File: src/hw/rtl/olsup_pkg.sv
// Package: shared types, codes and reset constants for the oscillator lock supervisor.
`default_nettype none
package olsup_pkg;

  // Reset and default values
  localparam logic [14:0] PHASE_TOL_RST   = 15'd32;
  localparam logic [7:0]  QUALIFY_RST     = 8'd100;
  localparam logic [7:0]  START_DELAY_RST = 8'd15;
  localparam logic [15:0] DAC_DEFAULT     = 16'd23000;

  // Configuration register indexes
  typedef enum logic [1:0] {
    REG_PHASE_TOL   = 2'd0,
    REG_QUALIFY     = 2'd1,
    REG_START_DELAY = 2'd2,
    REG_INIT_DAC    = 2'd3
  } cfg_reg_t;

  // Save strobe codes
  localparam logic [1:0] SAVE_NONE = 2'd0;
  localparam logic [1:0] SAVE_HIGH = 2'd1;
  localparam logic [1:0] SAVE_LOW  = 2'd2;

  // Input request
  typedef struct packed {
    logic signed [15:0] phase_diff;
    logic               reference_ok;
    logic [15:0]        dac_readback;
    logic [7:0]         time_valid_level;
  } in_req_t;

  // Result request
  typedef struct packed {
    logic        locked;
    logic        fast_filter;
    logic        holdover_mode;
    logic        oscillator_reset;
    logic        dac_write;
    logic [15:0] dac_write_value;
    logic [15:0] dac_average;
    logic [1:0]  save_strobe;
    logic [7:0]  save_byte;
  } out_req_t;

  // Configuration register set
  typedef struct packed {
    logic [14:0] phase_tolerance;
    logic [7:0]  qualify_count;
    logic [7:0]  start_delay;
  } cfg_t;

  // Supervisor state
  typedef struct packed {
    logic        lock_flag;
    logic [7:0]  qualify_counter;
    logic        fast_select;
    logic        fixed_select;
    logic        reset_hold;
    logic [15:0] dac_value;
    logic [15:0] dac_mean;
    logic [7:0]  start_counter;
  } sup_state_t;

  // Zero means never saved: fall back to the default control value
  function automatic logic [15:0] stored_or_default(input logic [15:0] v);
    return (v == 16'd0) ? DAC_DEFAULT : v;
  endfunction

endpackage
`default_nettype wire

File: src/hw/rtl/olsup_step.sv
// One tick of the supervisor: next state and the result request.
`default_nettype none
module olsup_step
  import olsup_pkg::*;
(
  input  wire sup_state_t cur,
  input  wire cfg_t       cfg,
  input  wire in_req_t    req,
  output sup_state_t      nxt,
  output out_req_t        res
);

  logic signed [16:0] pd;
  logic signed [16:0] tol_pos;
  logic signed [16:0] tol_neg;
  logic               in_window;
  logic               outside;
  logic               ref_ok;
  logic               run_done;
  logic [7:0]         qc_inc;
  logic [7:0]         sc_inc;
  logic               tvalid;
  sup_state_t         s;

  always_comb begin
    pd        = {req.phase_diff[15], req.phase_diff};
    tol_pos   = {2'b00, cfg.phase_tolerance};
    tol_neg   = -tol_pos;
    in_window = (pd < tol_pos) && (pd > tol_neg);
    outside   = (pd > tol_pos) || (pd < tol_neg);
    ref_ok    = req.reference_ok;
    run_done  = cur.qualify_counter > cfg.qualify_count;
    qc_inc    = cur.qualify_counter + 8'd1;
    sc_inc    = cur.start_counter + 8'd1;
    tvalid    = req.time_valid_level > 8'd1;
    s         = cur;
    res       = '0;

    // Lock qualification / unlock run
    if (!cur.lock_flag && ref_ok) begin
      if (in_window) begin
        if (run_done) begin
          s.qualify_counter = '0;
          s.lock_flag       = 1'b1;
          s.fast_select     = 1'b0;
        end else begin
          s.qualify_counter = qc_inc;
        end
      end else begin
        s.qualify_counter = '0;
      end
    end else if (cur.lock_flag) begin
      if (outside) begin
        if (run_done) begin
          s.qualify_counter = '0;
          s.lock_flag       = 1'b0;
          s.fast_select     = 1'b1;
        end else begin
          s.qualify_counter = qc_inc;
        end
      end else begin
        s.qualify_counter = '0;
      end
    end else begin
      s.qualify_counter = '0;
    end

    // Holdover entry and exit
    if (!ref_ok && !cur.fixed_select) begin
      res.dac_write       = 1'b1;
      res.dac_write_value = cur.dac_value;
      s.fixed_select      = 1'b1;
      s.lock_flag         = 1'b0;
    end else if (ref_ok && cur.fixed_select) begin
      s.fixed_select = 1'b0;
    end

    // DAC tracking and byte saves while locked
    if (s.lock_flag && ref_ok) begin
      s.dac_value = req.dac_readback;
      s.dac_mean  = cur.dac_mean - {4'd0, cur.dac_mean[15:4]}
                    + {4'd0, req.dac_readback[15:4]};
      if (cur.start_counter == 8'd1) begin
        res.save_strobe = SAVE_HIGH;
        res.save_byte   = req.dac_readback[15:8];
      end else if (cur.start_counter == 8'd2) begin
        res.save_strobe = SAVE_LOW;
        res.save_byte   = req.dac_readback[7:0];
      end
    end

    // Start delay for the oscillator reset
    if (tvalid && ref_ok) begin
      s.start_counter = sc_inc;
      if (sc_inc == cfg.start_delay) begin
        s.reset_hold = 1'b0;
      end
    end else begin
      s.start_counter = '0;
    end

    res.locked           = s.lock_flag;
    res.fast_filter      = s.fast_select;
    res.holdover_mode    = s.fixed_select;
    res.oscillator_reset = s.reset_hold;
    res.dac_average      = s.dac_mean;
    nxt                  = s;
  end

endmodule
`default_nettype wire

File: src/hw/rtl/oscillator_lock_supervisor_core.sv
// Top level of the oscillator lock supervisor: registers, handshake and configuration.
// One request per clock is accepted while the result is not stalled, and one result
// comes out per request. A request lands in the input register when it is accepted;
// the result register then loads the tick result, and the state takes the tick update,
// when the result slot is free or being drained; a stalled result holds the input
// register and so stalls the input. Configuration writes (cfg_wr_en) are meant
// for idle periods; writing initial_dac also reloads the stored DAC value (zero
// selects 23000).
`default_nettype none
module oscillator_lock_supervisor_core
  import olsup_pkg::*;
(
  input  wire          clk,
  input  wire          rst_n,
  input  wire          in_valid,
  output logic         in_stall,
  input  wire in_req_t in_data,
  output logic         out_valid,
  input  wire          out_stall,
  output out_req_t     out_data,
  input  wire          cfg_wr_en,
  input  wire [1:0]    cfg_index,
  input  wire [15:0]   cfg_data
);

  cfg_t       cfg_r;
  sup_state_t st_r;
  sup_state_t st_nxt;
  in_req_t    in_q_r;
  logic       in_q_vld_r;
  out_req_t   res_nxt;
  logic       advance;
  logic       take_in;

  // Tick update logic
  olsup_step u_step (
    .cur (st_r),
    .cfg (cfg_r),
    .req (in_q_r),
    .nxt (st_nxt),
    .res (res_nxt)
  );

  // Handshake: stage moves when the result slot is free or being drained
  assign advance  = in_q_vld_r && (!out_valid || !out_stall);
  assign in_stall = in_q_vld_r && !advance;
  assign take_in  = in_valid && !in_stall;

  // Input register
  always_ff @(posedge clk) begin
    if (!rst_n) begin
      in_q_vld_r <= 1'b0;
    end else if (take_in) begin
      in_q_vld_r <= 1'b1;
    end else if (advance) begin
      in_q_vld_r <= 1'b0;
    end
    if (take_in) begin
      in_q_r <= in_data;
    end
  end

  // Result register
  always_ff @(posedge clk) begin
    if (!rst_n) begin
      out_valid <= 1'b0;
    end else if (advance) begin
      out_valid <= 1'b1;
    end else if (!out_stall) begin
      out_valid <= 1'b0;
    end
    if (advance) begin
      out_data <= res_nxt;
    end
  end

  // Configuration registers and supervisor state
  always_ff @(posedge clk) begin
    if (!rst_n) begin
      cfg_r.phase_tolerance <= PHASE_TOL_RST;
      cfg_r.qualify_count   <= QUALIFY_RST;
      cfg_r.start_delay     <= START_DELAY_RST;
      st_r.lock_flag        <= 1'b0;
      st_r.qualify_counter  <= '0;
      st_r.fast_select      <= 1'b1;
      st_r.fixed_select     <= 1'b0;
      st_r.reset_hold       <= 1'b1;
      st_r.dac_value        <= DAC_DEFAULT;
      st_r.dac_mean         <= '0;
      st_r.start_counter    <= '0;
    end else begin
      if (advance) begin
        st_r <= st_nxt;
      end
      if (cfg_wr_en) begin
        unique case (cfg_reg_t'(cfg_index))
          REG_PHASE_TOL:   cfg_r.phase_tolerance <= cfg_data[14:0];
          REG_QUALIFY:     cfg_r.qualify_count   <= cfg_data[7:0];
          REG_START_DELAY: cfg_r.start_delay     <= cfg_data[7:0];
          REG_INIT_DAC:    st_r.dac_value        <= stored_or_default(cfg_data);
          default:         ;
        endcase
      end
    end
  end

endmodule
`default_nettype wire

File: config.mk
export PLATFORM = sky130hd
export DESIGN_NAME = oscillator_lock_supervisor_core
export DESIGN_NICKNAME = d
export VERILOG_FILES = /design/src/hw/rtl/olsup_pkg.sv /design/src/hw/rtl/olsup_step.sv /design/src/hw/rtl/oscillator_lock_supervisor_core.sv
export SDC_FILE = /design/constraint.sdc
export NUM_CORES = 1
export LEC_CHECK = 0
export BUFFER_PORTS_ARGS = -buffer_cell sky130_fd_sc_hd__buf_2
export CAP_MARGIN = 20
export CORE_MARGIN = 2
export CORE_UTILIZATION = 63
export CTS_CLUSTER_SIZE = 8
export DETAILED_ROUTE_END_ITERATION = 12
export GPL_TIMING_DRIVEN = 0
export PLACE_DENSITY = 0.89
export SLEW_MARGIN = 20
export SYNTH_ARGS = -nofsm -noshare
export SYNTH_HDL_FRONTEND = slang
export SYNTH_SLANG_ARGS = --single-unit
export TNS_END_PERCENT = 30
File: constraint.sdc
create_clock -name clk -period 11.72 [get_ports clk]
set_clock_uncertainty 0.1 [all_clocks]
set_input_delay 1.758 -clock clk [delete_from_list [all_inputs] [get_ports clk]]
set_output_delay 1.758 -clock clk [all_outputs]
set_load 0.1 [all_outputs]
* After elaboration in Yosys (flattened, before gate mapping)
Index checks and enable logic that the tools add are counted.
Storage, ports and cells: bits in registers 173, bits in latches 0, memory bits (writable) 0, memory bits (read-only) 0, bits of input ports 64, memories 0
Operators by class: $add $sub $neg 5, multiply operators 0, div/mod/pow operators 0, order comparisons 6, equal/unequal tests 7, shift operators 0, multiplexer cells 33, bitwise operators 1, reduce and logical (&&, ||, !) cells 25
Operator list (count):
- 2-to-1 mux 16 bit | 3
- 2-to-1 mux 40 bit | 1
- 2-to-1 mux 8 bit | 5
- 2-to-1 mux 32 bit | 1
- 2-to-1 mux 10 bit | 2
- 2-to-1 mux 1 bit | 19
- greater-than comparator 16 x 17 -> 1 bit | 1
- less-than comparator 16 x 17 -> 1 bit | 1
- 2-to-1 mux 17 bit | 1
- negator 15 -> 17 bit | 1
- adder 16 x 12 -> 16 bit | 1
- adder 8 x 1 -> 8 bit (second input constant) | 2
- greater-than comparator 16 bit | 1
- zero test 16 bit | 1
- less-than comparator 16 bit | 1
- subtractor 16 x 12 -> 16 bit | 1
- logical AND 1 bit | 9
- 2-to-1 mux 9 bit | 1
- equality test 8 x 1 -> 1 bit (second input constant) | 1
- equality test 8 x 2 -> 1 bit (second input constant) | 1
- equality test 8 bit | 1
- greater-than comparator 8 x 1 -> 1 bit (second input constant) | 1
- greater-than comparator 8 bit | 1
- zero test 1 bit | 7
- other kinds (9) | 13

* Logic depth before layout (Yosys ltp)
Gate-level depths: netlist of the first run.
depth in word-level cells 12, depth in mapped cells 17, mapped depth without buffers 15

* By module
A second synthesis of the first run with hierarchy kept.
Second synthesis, totals: cell total of the unflattened synthesis 965, area total of the unflattened synthesis 9547.9 um^2
Modules (own cells, without submodules):
- oscillator_lock_supervisor_core | times used 1, cells an instance 459, area each 5960.7 um^2
- olsup_step | times used 1, cells an instance 506, area each 3587.2 um^2

* Least setup slack after synthesis of the first run
OpenSTA, ideal clock, no wires.
path type input to register, start in out_stall, end reg in_q_r[10] (netlist bit), enable pin, library setup time 0.441 ns, arrival 4.240 ns, setup slack 6.938 ns, cell stages on the path 2, cells stage by stage and3_1 > nor2b_1
Between the ends: cells in the longest elaborated chain, start to end 7
RTL lines:
- start: declaration | line oscillator_lock_supervisor_core.sv:19 | input wire out_stall,
- zero test 1 bit
- logical OR 1 bit | line oscillator_lock_supervisor_core.sv:45 | assign advance = in_q_vld_r && (!out_valid || !out_stall);
- logical AND 1 bit | line oscillator_lock_supervisor_core.sv:45
- zero test 1 bit | line oscillator_lock_supervisor_core.sv:46 | assign in_stall = in_q_vld_r && !advance;
- logical AND 1 bit | line oscillator_lock_supervisor_core.sv:46
- zero test 1 bit | line oscillator_lock_supervisor_core.sv:47 | assign take_in = in_valid && !in_stall;
- logical AND 1 bit | line oscillator_lock_supervisor_core.sv:47
- named net take_in | line oscillator_lock_supervisor_core.sv:33 | logic take_in;
- end signal: assignment | line oscillator_lock_supervisor_core.sv:59 | in_q_r <= in_data;
- end: declaration | line oscillator_lock_supervisor_core.sv:29 | in_req_t in_q_r;
The timed path passes the listed nets, and every way through them passes these cells. A chain may end at the register's enable or synchronous reset.

==> flow_summary.json, run 1 <==
{
  "status": "finished clean",
  "cts-root-buf": "clkbuf_16",
  "yosysWarnings": 0,
  "die_x_microns": 125,
  "fmax_ghz": 0.196,
  "cp-end-kind": "flop",
  "worstPathArrival_ns": 5.18,
  "drive_gt1_frac": 0.155,
  "final.setup.tns_ns": 0,
  "post-cts-setup-buffers": 0,
  "via_per_inst": 6.19,
  "grt_pass1_wl_mm": 38.5,
  "nets": 1236,
  "r2r_slack_ns": 6.62,
  "drt-wirelength-per-cell_microns": 18.6,
  "drtAntennaViolNets": 0,
  "avgSynthCellArea_sq_um": 9.48,
  "die_y_microns": 125,
  "synth-edff-count": 87,
  "crit_fanout": 10,
  "drt_wl_total_mm": 24.1,
  "floorplan.rows": 44,
  "drt_pre_antenna_iters": 5,
  "clockBufferDepth": 2,
  "grt_pass1_vias": 7632,
  "area_growth_pct": 15.4,
  "port_buffers": 110,
  "finalHoldViolations": 0,
  "yosys_most_used_dff": "edfxtp_1",
  "fillers": 977,
  "cts_hold_buffers": 0,
  "cts_tree": "done",
  "grt_antenna_before_repair": 0,
  "total_power_mw": 1.45,
  "peakVddDrop_mv": 0.117,
  "io_pins": 113,
  "synthesis.area_sq_um": 9200,
  "rsz0062_at_grt": "no",
  "period_needed_ns": 5.10,
  "setup_slack_ns": 6.62,
  "worstMarginPinSlew_ns": 0.868,
  "power.density_nw_per_um2": 137,
  "critPathLaunchType": "flop",
  "final_common_cell": "buf_2",
  "grtUsageTotal": 0.313,
  "final_cell_mix": "buf_2 (120), nand2_1 (108), inv_1 (98)",
  "setup_viol": 0,
  "clk_pin_slew_worst_paths_ns": 0.06,
  "cts_made_buffers": 17,
  "core_sq_um": 14400,
  "synthesis.nets": 1106,
  "cts_resized": 0,
  "cts.sinks": 172,
  "insertion_delay_ns": 0.44,
  "fin_crit_sh": 0.435,
  "grt-ovfl-total": 0,
  "start_util": 0.638,
  "relSlewSlack": 0.420,
  "ys_seq_area_frac": 0.469,
  "synth.distinct_cells": 55,
  "leakage_nw": 4.30,
  "gp_congestion": 0.938,
  "slew_violations": 0,
  "vias": 8028,
  "n_antenna_cell": 0,
  "grt_max_degree": 57,
  "ctsHtreeMaxLevel": 4,
  "postSynthCellCount": 970,
  "drtIter0Drc": 1062,
  "synth-seq-cells": 172,
  "crit_required_ns": 11.80,
  "worstHoldPathType": "reg -> reg",
  "synthArstFlopShare": 0,
  "drc": 0,
  "maxCapViolCount": 0,
  "path_class": "reg -> reg",
  "dieArea_sq_um": 15600,
  "dpl.hpwl_mm": 17.0,
  "dp_slack_ns": 6.76
}
[layout make-up]
| class | instances | area [sq um] | area share |
|---|---|---|---|
| timing repair buffer | 111 | 578 | 0.0545 |
| tap | 184 | 230 | 0.0217 |
| clock buffer | 27 | 537 | 0.0506 |
| sequential | 172 | 4310 | 0.406 |
| multi-input combinational | 661 | 4370 | 0.412 |
| inverter | 99 | 372 | 0.0350 |
| clock inverter | 5 | 52.6 | 0.00495 |
| buffer | 38 | 159 | 0.0150 |
[sequential cells by signal (all words and copies together), names as in the netlist]
signal	flops
cfg_r	31
in_q_vld_r	1
in_q_r	40
st_r	52
out_valid	1
out_data	47
[power by group]
part / switching [mW] / internal (mW) / total (mW)
clock network: 0.227 / 0.335 / 0.563
logic: 0.150 / 0.0663 / 0.216
registers: 0.0168 / 0.659 / 0.676
total: 0.394 / 1.06 / 1.45
[per-layer routing]
layer	vias up	GRT usage	wire length, microns
li1	3703	-	-
met1	3744	0.423	9620
met2	494	0.478	11000
met3	87	0.0816	2520
met4	0	0.137	896
met5	-	0	0
[cell usage after synthesis (11+ instances only)]
cell / number / area [sq um]
nand2_1: 108 / 405
inv_1: 98 / 368
edfxtp_1: 87 / 2610
dfxtp_1: 85 / 1700
nor2_1: 72 / 270
a21oi_1: 69 / 345
ha_1: 60 / 751
nand3_1: 45 / 225
xnor2_1: 32 / 280
nor3_1: 28 / 140
o21ai_0: 27 / 135
clkbuf_1: 26 / 97.6
and2_1: 18 / 113
a211oi_1: 15 / 113
fa_1: 12 / 240
mux2_2: 12 / 135
nand4_1: 11 / 68.8
o22ai_1: 11 / 68.8
[kinds of logic after synthesis]
kind of cell	synth area share
and+or+nand+nor	0.173
AOI/OAI and AO/OA	0.139
DFF	0.469
buffers and inverters	0.0573
adders and majority gates	0.108
xor gates and xnor gates	0.0371
muxes	0.0169
[final timing paths]
kind / cells past startpoint / to / start
max: 16 / out_data[12] / cfg_r[19]
min: 2 / cfg_r[11] / cfg_r[11]
max reg2reg: 16 / out_data[12] / cfg_r[19]
min reg2reg: 2 / cfg_r[11] / cfg_r[11]
[stage by stage]
step / cells / hold slack [ns] / instance area [sq um] / utilization
global placement: 1264 / 0.343 / 9980 / 0.692
floorplan: 970 / 0.336 / 9200 / -
detailed placement: 1265 / 0.353 / 10000 / 0.695
finish: 1297 / 0.364 / 10600 / 0.736
CTS: 1297 / 0.362 / 10600 / 0.736
global route: 1297 / 0.377 / 10600 / 0.736
[worst max-delay path, cell delays in order, from the launching register on]
cell	delay, ns
dfxtp_1	0.31
inv_1	0.15
nand4_1	0.21
nor4_1	0.40
nand3_1	0.23
nor4_1	0.30
xnor2_1	0.17
ha_1	0.26
nand3_1	0.14
or3_1	0.19
a31oi_1	0.09
o41ai_2	0.74
a221oi_2	0.22
o21ai_1	0.29
buf_2	0.33
buf_2	0.31
mux2_2	0.38
Power figures use the tool's default switching activity.
==> inputs of run 2 (changes only) <==
CORE_UTILIZATION = 59   (was 63)
PLACE_DENSITY = 0.84   (was 0.89)
clock period = 5.03 ns   (was 11.72 ns; I/O delays follow)
==> run 2 against run 1 <==
Final area is 0.55% higher; total power is 130% higher; wire length is 0.39% higher; clock power is 130% higher; worst hold slack worse by 0.0056 ns; critical endpoint is now st_r[16].
==> flow_summary.json, run 2 (synthesized netlist as in run 1, its figures left out) <==
{
  "setup_slack_ns": 0.338,
  "drive_gt1_frac": 0.158,
  "clk_pin_slew_worst_paths_ns": 0.06,
  "area_growth_pct": 16.0,
  "drt-wirelength-per-cell_microns": 18.6,
  "drc": 0,
  "rsz0062_at_grt": "no",
  "regMostFlops": "st_r",
  "final_util": 0.702,
  "die_y_microns": 129,
  "core_sq_um": 15200,
  "grt_antenna_before_repair": 0,
  "port_buffers": 110,
  "gp_congestion": 0.937,
  "crit_fanout": 10,
  "io_pins": 113,
  "setup_viol": 0,
  "grt-ovfl-total": 0,
  "floorplan.rows": 45,
  "start_util": 0.605,
  "ctsHtreeMaxLevel": 4,
  "via_per_inst": 6.14,
  "grtUsageTotal": 0.296,
  "dpl.hpwl_mm": 17.3,
  "drtIter0Drc": 957,
  "leakage_nw": 4.30,
  "nets": 1237,
  "final.setup.tns_ns": 0,
  "path_class": "reg -> reg",
  "cts_made_buffers": 17,
  "dp_slack_ns": 0.0321,
  "pwr-share-clk": 0.388,
  "vias": 7999,
  "drtAntennaViolNets": 0,
  "fin_crit_sh": 0.933,
  "status": "finished clean",
  "p_sw_frac": 0.270,
  "relSlewSlack": 0.396,
  "cts_hold_buffers": 0,
  "fmax_ghz": 0.213,
  "peakVddDrop_mv": 0.279,
  "grt_pass1_vias": 7591,
  "critPathLaunchType": "flop",
  "grt_pass1_wl_mm": 37.7,
  "worstPathArrival_ns": 4.87,
  "comb_power_share": 0.149,
  "seqPwrFrac": 0.463,
  "largest_reg_flops": 52,
  "worstHoldPathType": "reg -> reg",
  "top_regs": "st_r: 52 flops, out_data: 47 flops, in_q_r: 40 flops",
  "cts_tree": "done",
  "drt_pre_antenna_iters": 5,
  "cp-end-kind": "flop",
  "worstMarginPinSlew_ns": 0.896,
  "clockBufferDepth": 2,
  "drt_wl_total_mm": 24.2,
  "die_x_microns": 129,
  "dieArea_sq_um": 16600,
  "n_antenna_cell": 0,
  "final_common_cell": "buf_2",
  "finalHoldViolations": 0,
  "period_needed_ns": 4.69,
  "fillers": 1164,
  "cts.sinks": 172,
  "final_cell_mix": "buf_2 (120), nand2_1 (108), inv_1 (98)",
  "crit_required_ns": 5.21,
  "grt_max_degree": 43,
  "power.density_nw_per_um2": 319,
  "maxCapViolCount": 0,
  "insertion_delay_ns": 0.43,
  "p_int_mw": 2.48,
  "slew_violations": 0,
  "cts-root-buf": "clkbuf_16",
  "switchingPower_mw": 0.919
}
## run 2: changes by cell type in the layout (fill, tap and decap cells not counted), sizes merged
cell / before / now
buf: 123 / 124
clkinv: 5 / 6
clkbuf: 53 / 49
clkinvlp: 0 / 1
bufinv: 1 / 3
## run 2: final cells by class
| class | count | area, sq um | share of cell area |
|---|---|---|---|
| sequential | 172 | 4310 | 0.404 |
| inverter | 99 | 372 | 0.0348 |
| tap | 188 | 235 | 0.0220 |
| clock buffer | 23 | 458 | 0.0429 |
| timing repair buffer | 112 | 598 | 0.0560 |
| clock inverter | 9 | 120 | 0.0113 |
| multi-input combinational | 661 | 4420 | 0.414 |
| buffer | 38 | 160 | 0.0150 |
## run 2: per-stage QoR
| step | instance area, sq um | std cells | total power [mW] | hold WS, ns |
|---|---|---|---|---|
| after detailed placement | 10000 | 1270 | 2.09 | 0.350 |
| after CTS | 10600 | 1302 | 3.39 | 0.359 |
| after global routing | 10700 | 1302 | 3.51 | 0.383 |
| after global placement | 9980 | 1268 | 2.07 | 0.343 |
| final | 10700 | 1302 | 3.40 | 0.358 |
| after floorplan | 9200 | 970 | 1.95 | 0.336 |
## run 2: path summary, 6_finish.rpt
path / start / to / slack, ns / depth (start not counted)
setup / recovery: cfg_r[19] / st_r[16] / 0.34 / 17
hold / removal: cfg_r[19] / cfg_r[19] / 0.36 / 2
setup reg to reg: cfg_r[19] / st_r[16] / 0.34 / 17
hold reg to reg: cfg_r[19] / cfg_r[19] / 0.36 / 2
## run 2: critical path, stage by stage, from the launching register on
cell      delay, ns
dfxtp_1        0.31
inv_1          0.15
nand4_1        0.25
nor4_4         0.27
nand3_1        0.22
nor3_1         0.25
xnor2_1        0.12
ha_1           0.32
nand4_1        0.16
or3_1          0.44
a31oi_2        0.25
o41ai_4        0.14
nor4b_1        0.45
buf_2          0.33
o21ai_1        0.23
clkbuf_2       0.32
nand2_1        0.14
a21oi_1        0.08
## run 2: layer usage
layer	track usage	vias to the layer above	wire, microns
li1	-	3711	-
met1	0.391	3737	9610
met2	0.466	459	11000
met3	0.0690	92	2510
met4	0.134	0	1060
met5	0	-	0
## run 2: power groups by stage
stage                     clock, mW  sequential (mW)  combinational [mW]
after global placement            0             1.60               0.467
final                          1.32             1.57               0.508
after detailed placement          0             1.60               0.490
after global routing           1.38             1.58               0.552
after CTS                      1.32             1.57               0.498
after floorplan                   0             1.71               0.246
## run 2: timing repair
| action | 4_1_cts | 5_1_grt |
|---|---|---|
| gates resized for setup | 2 | 5 |
| setup buffers | 0 | 0 |
| setup endpoints to repair | 12 | 44 |
| pin swaps | 0 | 1 |
==> inputs of run 3 (changes only) <==
CORE_UTILIZATION = 38   (was 59)
PLACE_DENSITY = 0.59   (was 0.84)
RECOVER_POWER = 25   (was not set)
==> run 3 against run 2 <==
The flow now finishes with violations (max-capacitance violations, max-slew violations); register-to-register slack got worse by 0.08 ns; final area increased by 1.7%; via count decreased by 5.2%; first-iteration DRC count decreased by 34%; core utilization decreased by 24 points; setup slack got worse by 0.083 ns; maximum frequency decreased by 1.7%; largest power group unchanged; worst hold slack got worse by 0.0013 ns; global-route usage decreased by 10 points.
==> flow_summary.json, run 3 (synthesized netlist as in run 1, its figures left out) <==
{
  "cts.sinks": 172,
  "cp_slowest_stage_delay_ns": 0.47,
  "drt-wirelength-per-cell_microns": 17.3,
  "post-cts-setup-buffers": 0,
  "crit_required_ns": 5.19,
  "setup_viol": 0,
  "grt_pass1_vias": 7062,
  "floorplan.rows": 56,
  "status": "finished, violations left",
  "gp_congestion": 0.869,
  "die_x_microns": 160,
  "ctsHtreeMaxLevel": 4,
  "cts-root-buf": "clkbuf_16",
  "final.setup.tns_ns": 0,
  "fin_crit_sh": 0.949,
  "largest_reg_flops": 52,
  "drt_pre_antenna_iters": 7,
  "grt_max_degree": 42,
  "drtAntennaViolNets": 0,
  "critPathTopFamily": "simple AND/OR/NAND/NOR gates",
  "place_area_sq_um": 10200,
  "cp-end-kind": "flop",
  "grt_antenna_before_repair": 0,
  "dieArea_sq_um": 25500,
  "core_sq_um": 23600,
  "relSlewSlack": -0.305,
  "top_regs": "st_r: 52 flops, out_data: 47 flops, in_q_r: 40 flops",
  "insertion_delay_ns": 0.44,
  "crit_chain": "inv_1 -> nand4_1 -> nor4_4 -> nand3_1 -> nor3_1 -> xnor2_1 -> ha_1 -> nand4_1 -> or3_1 -> a31oi_2 -> o41ai_4 -> a221oi_4 -> o21ai_1 -> or4_1 -> buf_2 -> nor2_1",
  "grtUsageTotal": 0.194,
  "grt-ovfl-total": 0,
  "die_y_microns": 160,
  "period_needed_ns": 4.77,
  "worstPathArrival_ns": 4.94,
  "violations": "max-capacitance violations, max-slew violations",
  "maxCapViolCount": 1,
  "fmax_ghz": 0.209,
  "fillers": 2332,
  "cts_made_buffers": 17,
  "power.density_nw_per_um2": 316,
  "cpMostUsedCell": "nand4_1",
  "cp_slowest_cell": "or4_1",
  "regMostFlops": "st_r",
  "port_buffers": 110,
  "drive_gt1_frac": 0.162,
  "leakage_nw": 4.29,
  "via_per_inst": 5.29,
  "stdcell_area_sq_um": 10900,
  "drtIter0Drc": 627,
  "n_antenna_cell": 0,
  "clk_pin_slew_worst_paths_ns": 0.07,
  "path_class": "reg -> reg",
  "area_growth_pct": 18.0,
  "final_util": 0.460,
  "critPathLaunchType": "flop",
  "io_pins": 113,
  "cp.buffers_inverters": 2,
  "vias": 7585,
  "final_cell_mix": "buf_2 (117), nand2_1 (108), inv_1 (98)",
  "worstMarginPinSlew_ns": 1.95,
  "dp_slack_ns": 0.0126,
  "drc": 0,
  "peakVddDrop_mv": 0.230,
  "start_util": 0.390,
  "cts_tree": "done",
  "worstHoldPathType": "reg -> reg",
  "nets": 1237,
  "grt_pass1_wl_mm": 38.7,
  "slew_violations": 16,
  "final_common_cell": "buf_2",
  "drt_wl_total_mm": 24.8,
  "crit_fanout": 10,
  "clockBufferDepth": 2,
  "finalHoldViolations": 0,
  "holdWs_ns": 0.357,
  "setup_slack_ns": 0.255,
  "dpl.hpwl_mm": 18.8
}
run 3: cell types whose count changed in the layout (fill, tap and decap cells not counted), sizes merged:
| cell | delta |
|---|---|
| clkinvlp | +2 |
| inv | +10 |
| clkbuf | -3 |
| bufinv | -2 |
| clkinv | -4 |
| buf | -3 |
run 3: tightest hold or removal path, cell delays in order, from the launching register on:
cell,delay (ns)
dfxtp_1,0.31
nand2_1,0.05
a21oi_1,0.05
run 3: area by class of cell:
type,count,area [sq um],share of cell area
Clock buffer,17,425,0.0392
Buffer,38,156,0.0144
Tap cell,319,399,0.0368
Multi-Input combinational cell,661,4420,0.407
Timing Repair Buffer,112,594,0.0548
Clock inverter,15,169,0.0156
Inverter,99,372,0.0342
Sequential cell,172,4310,0.398
run 3: power by group:
group | internal, mW | total, mW | switching (mW)
sequential | 1.53 | 1.58 | 0.0428
clock | 0.712 | 1.36 | 0.643
combinational | 0.154 | 0.497 | 0.342
run 3: final timing paths:
path / start / to / slack (ns) / depth (start not counted)
setup / recovery: cfg_r[18] / out_data[6] / 0.26 / 16
hold / removal: cfg_r[9] / cfg_r[9] / 0.36 / 2
setup reg to reg: cfg_r[18] / out_data[6] / 0.26 / 16
hold reg to reg: cfg_r[9] / cfg_r[9] / 0.36 / 2
run 3: through the flow:
stage | power, mW | instances
global route | 3.55 | 1433
CTS | 3.44 | 1433
floorplan | 1.95 | 970
global placement | 2.09 | 1399
finish | 3.43 | 1433
detailed placement | 2.10 | 1401
run 3: layer usage:
metal | wire, microns | track usage
met1 | 12100 | 0.282
met2 | 10800 | 0.292
met3 | 1280 | 0.0352
met4 | 514 | 0.0628
met5 | 0 | 0
run 3: timing repair:
action / CTS / global route
hold endpoints to repair: 0 / 0
hold buffers: 0 / 0
setup endpoints to repair: 2 / 44
gates cloned: 0 / 0
gates resized for setup: 1 / 8
pin swaps: 0 / 0
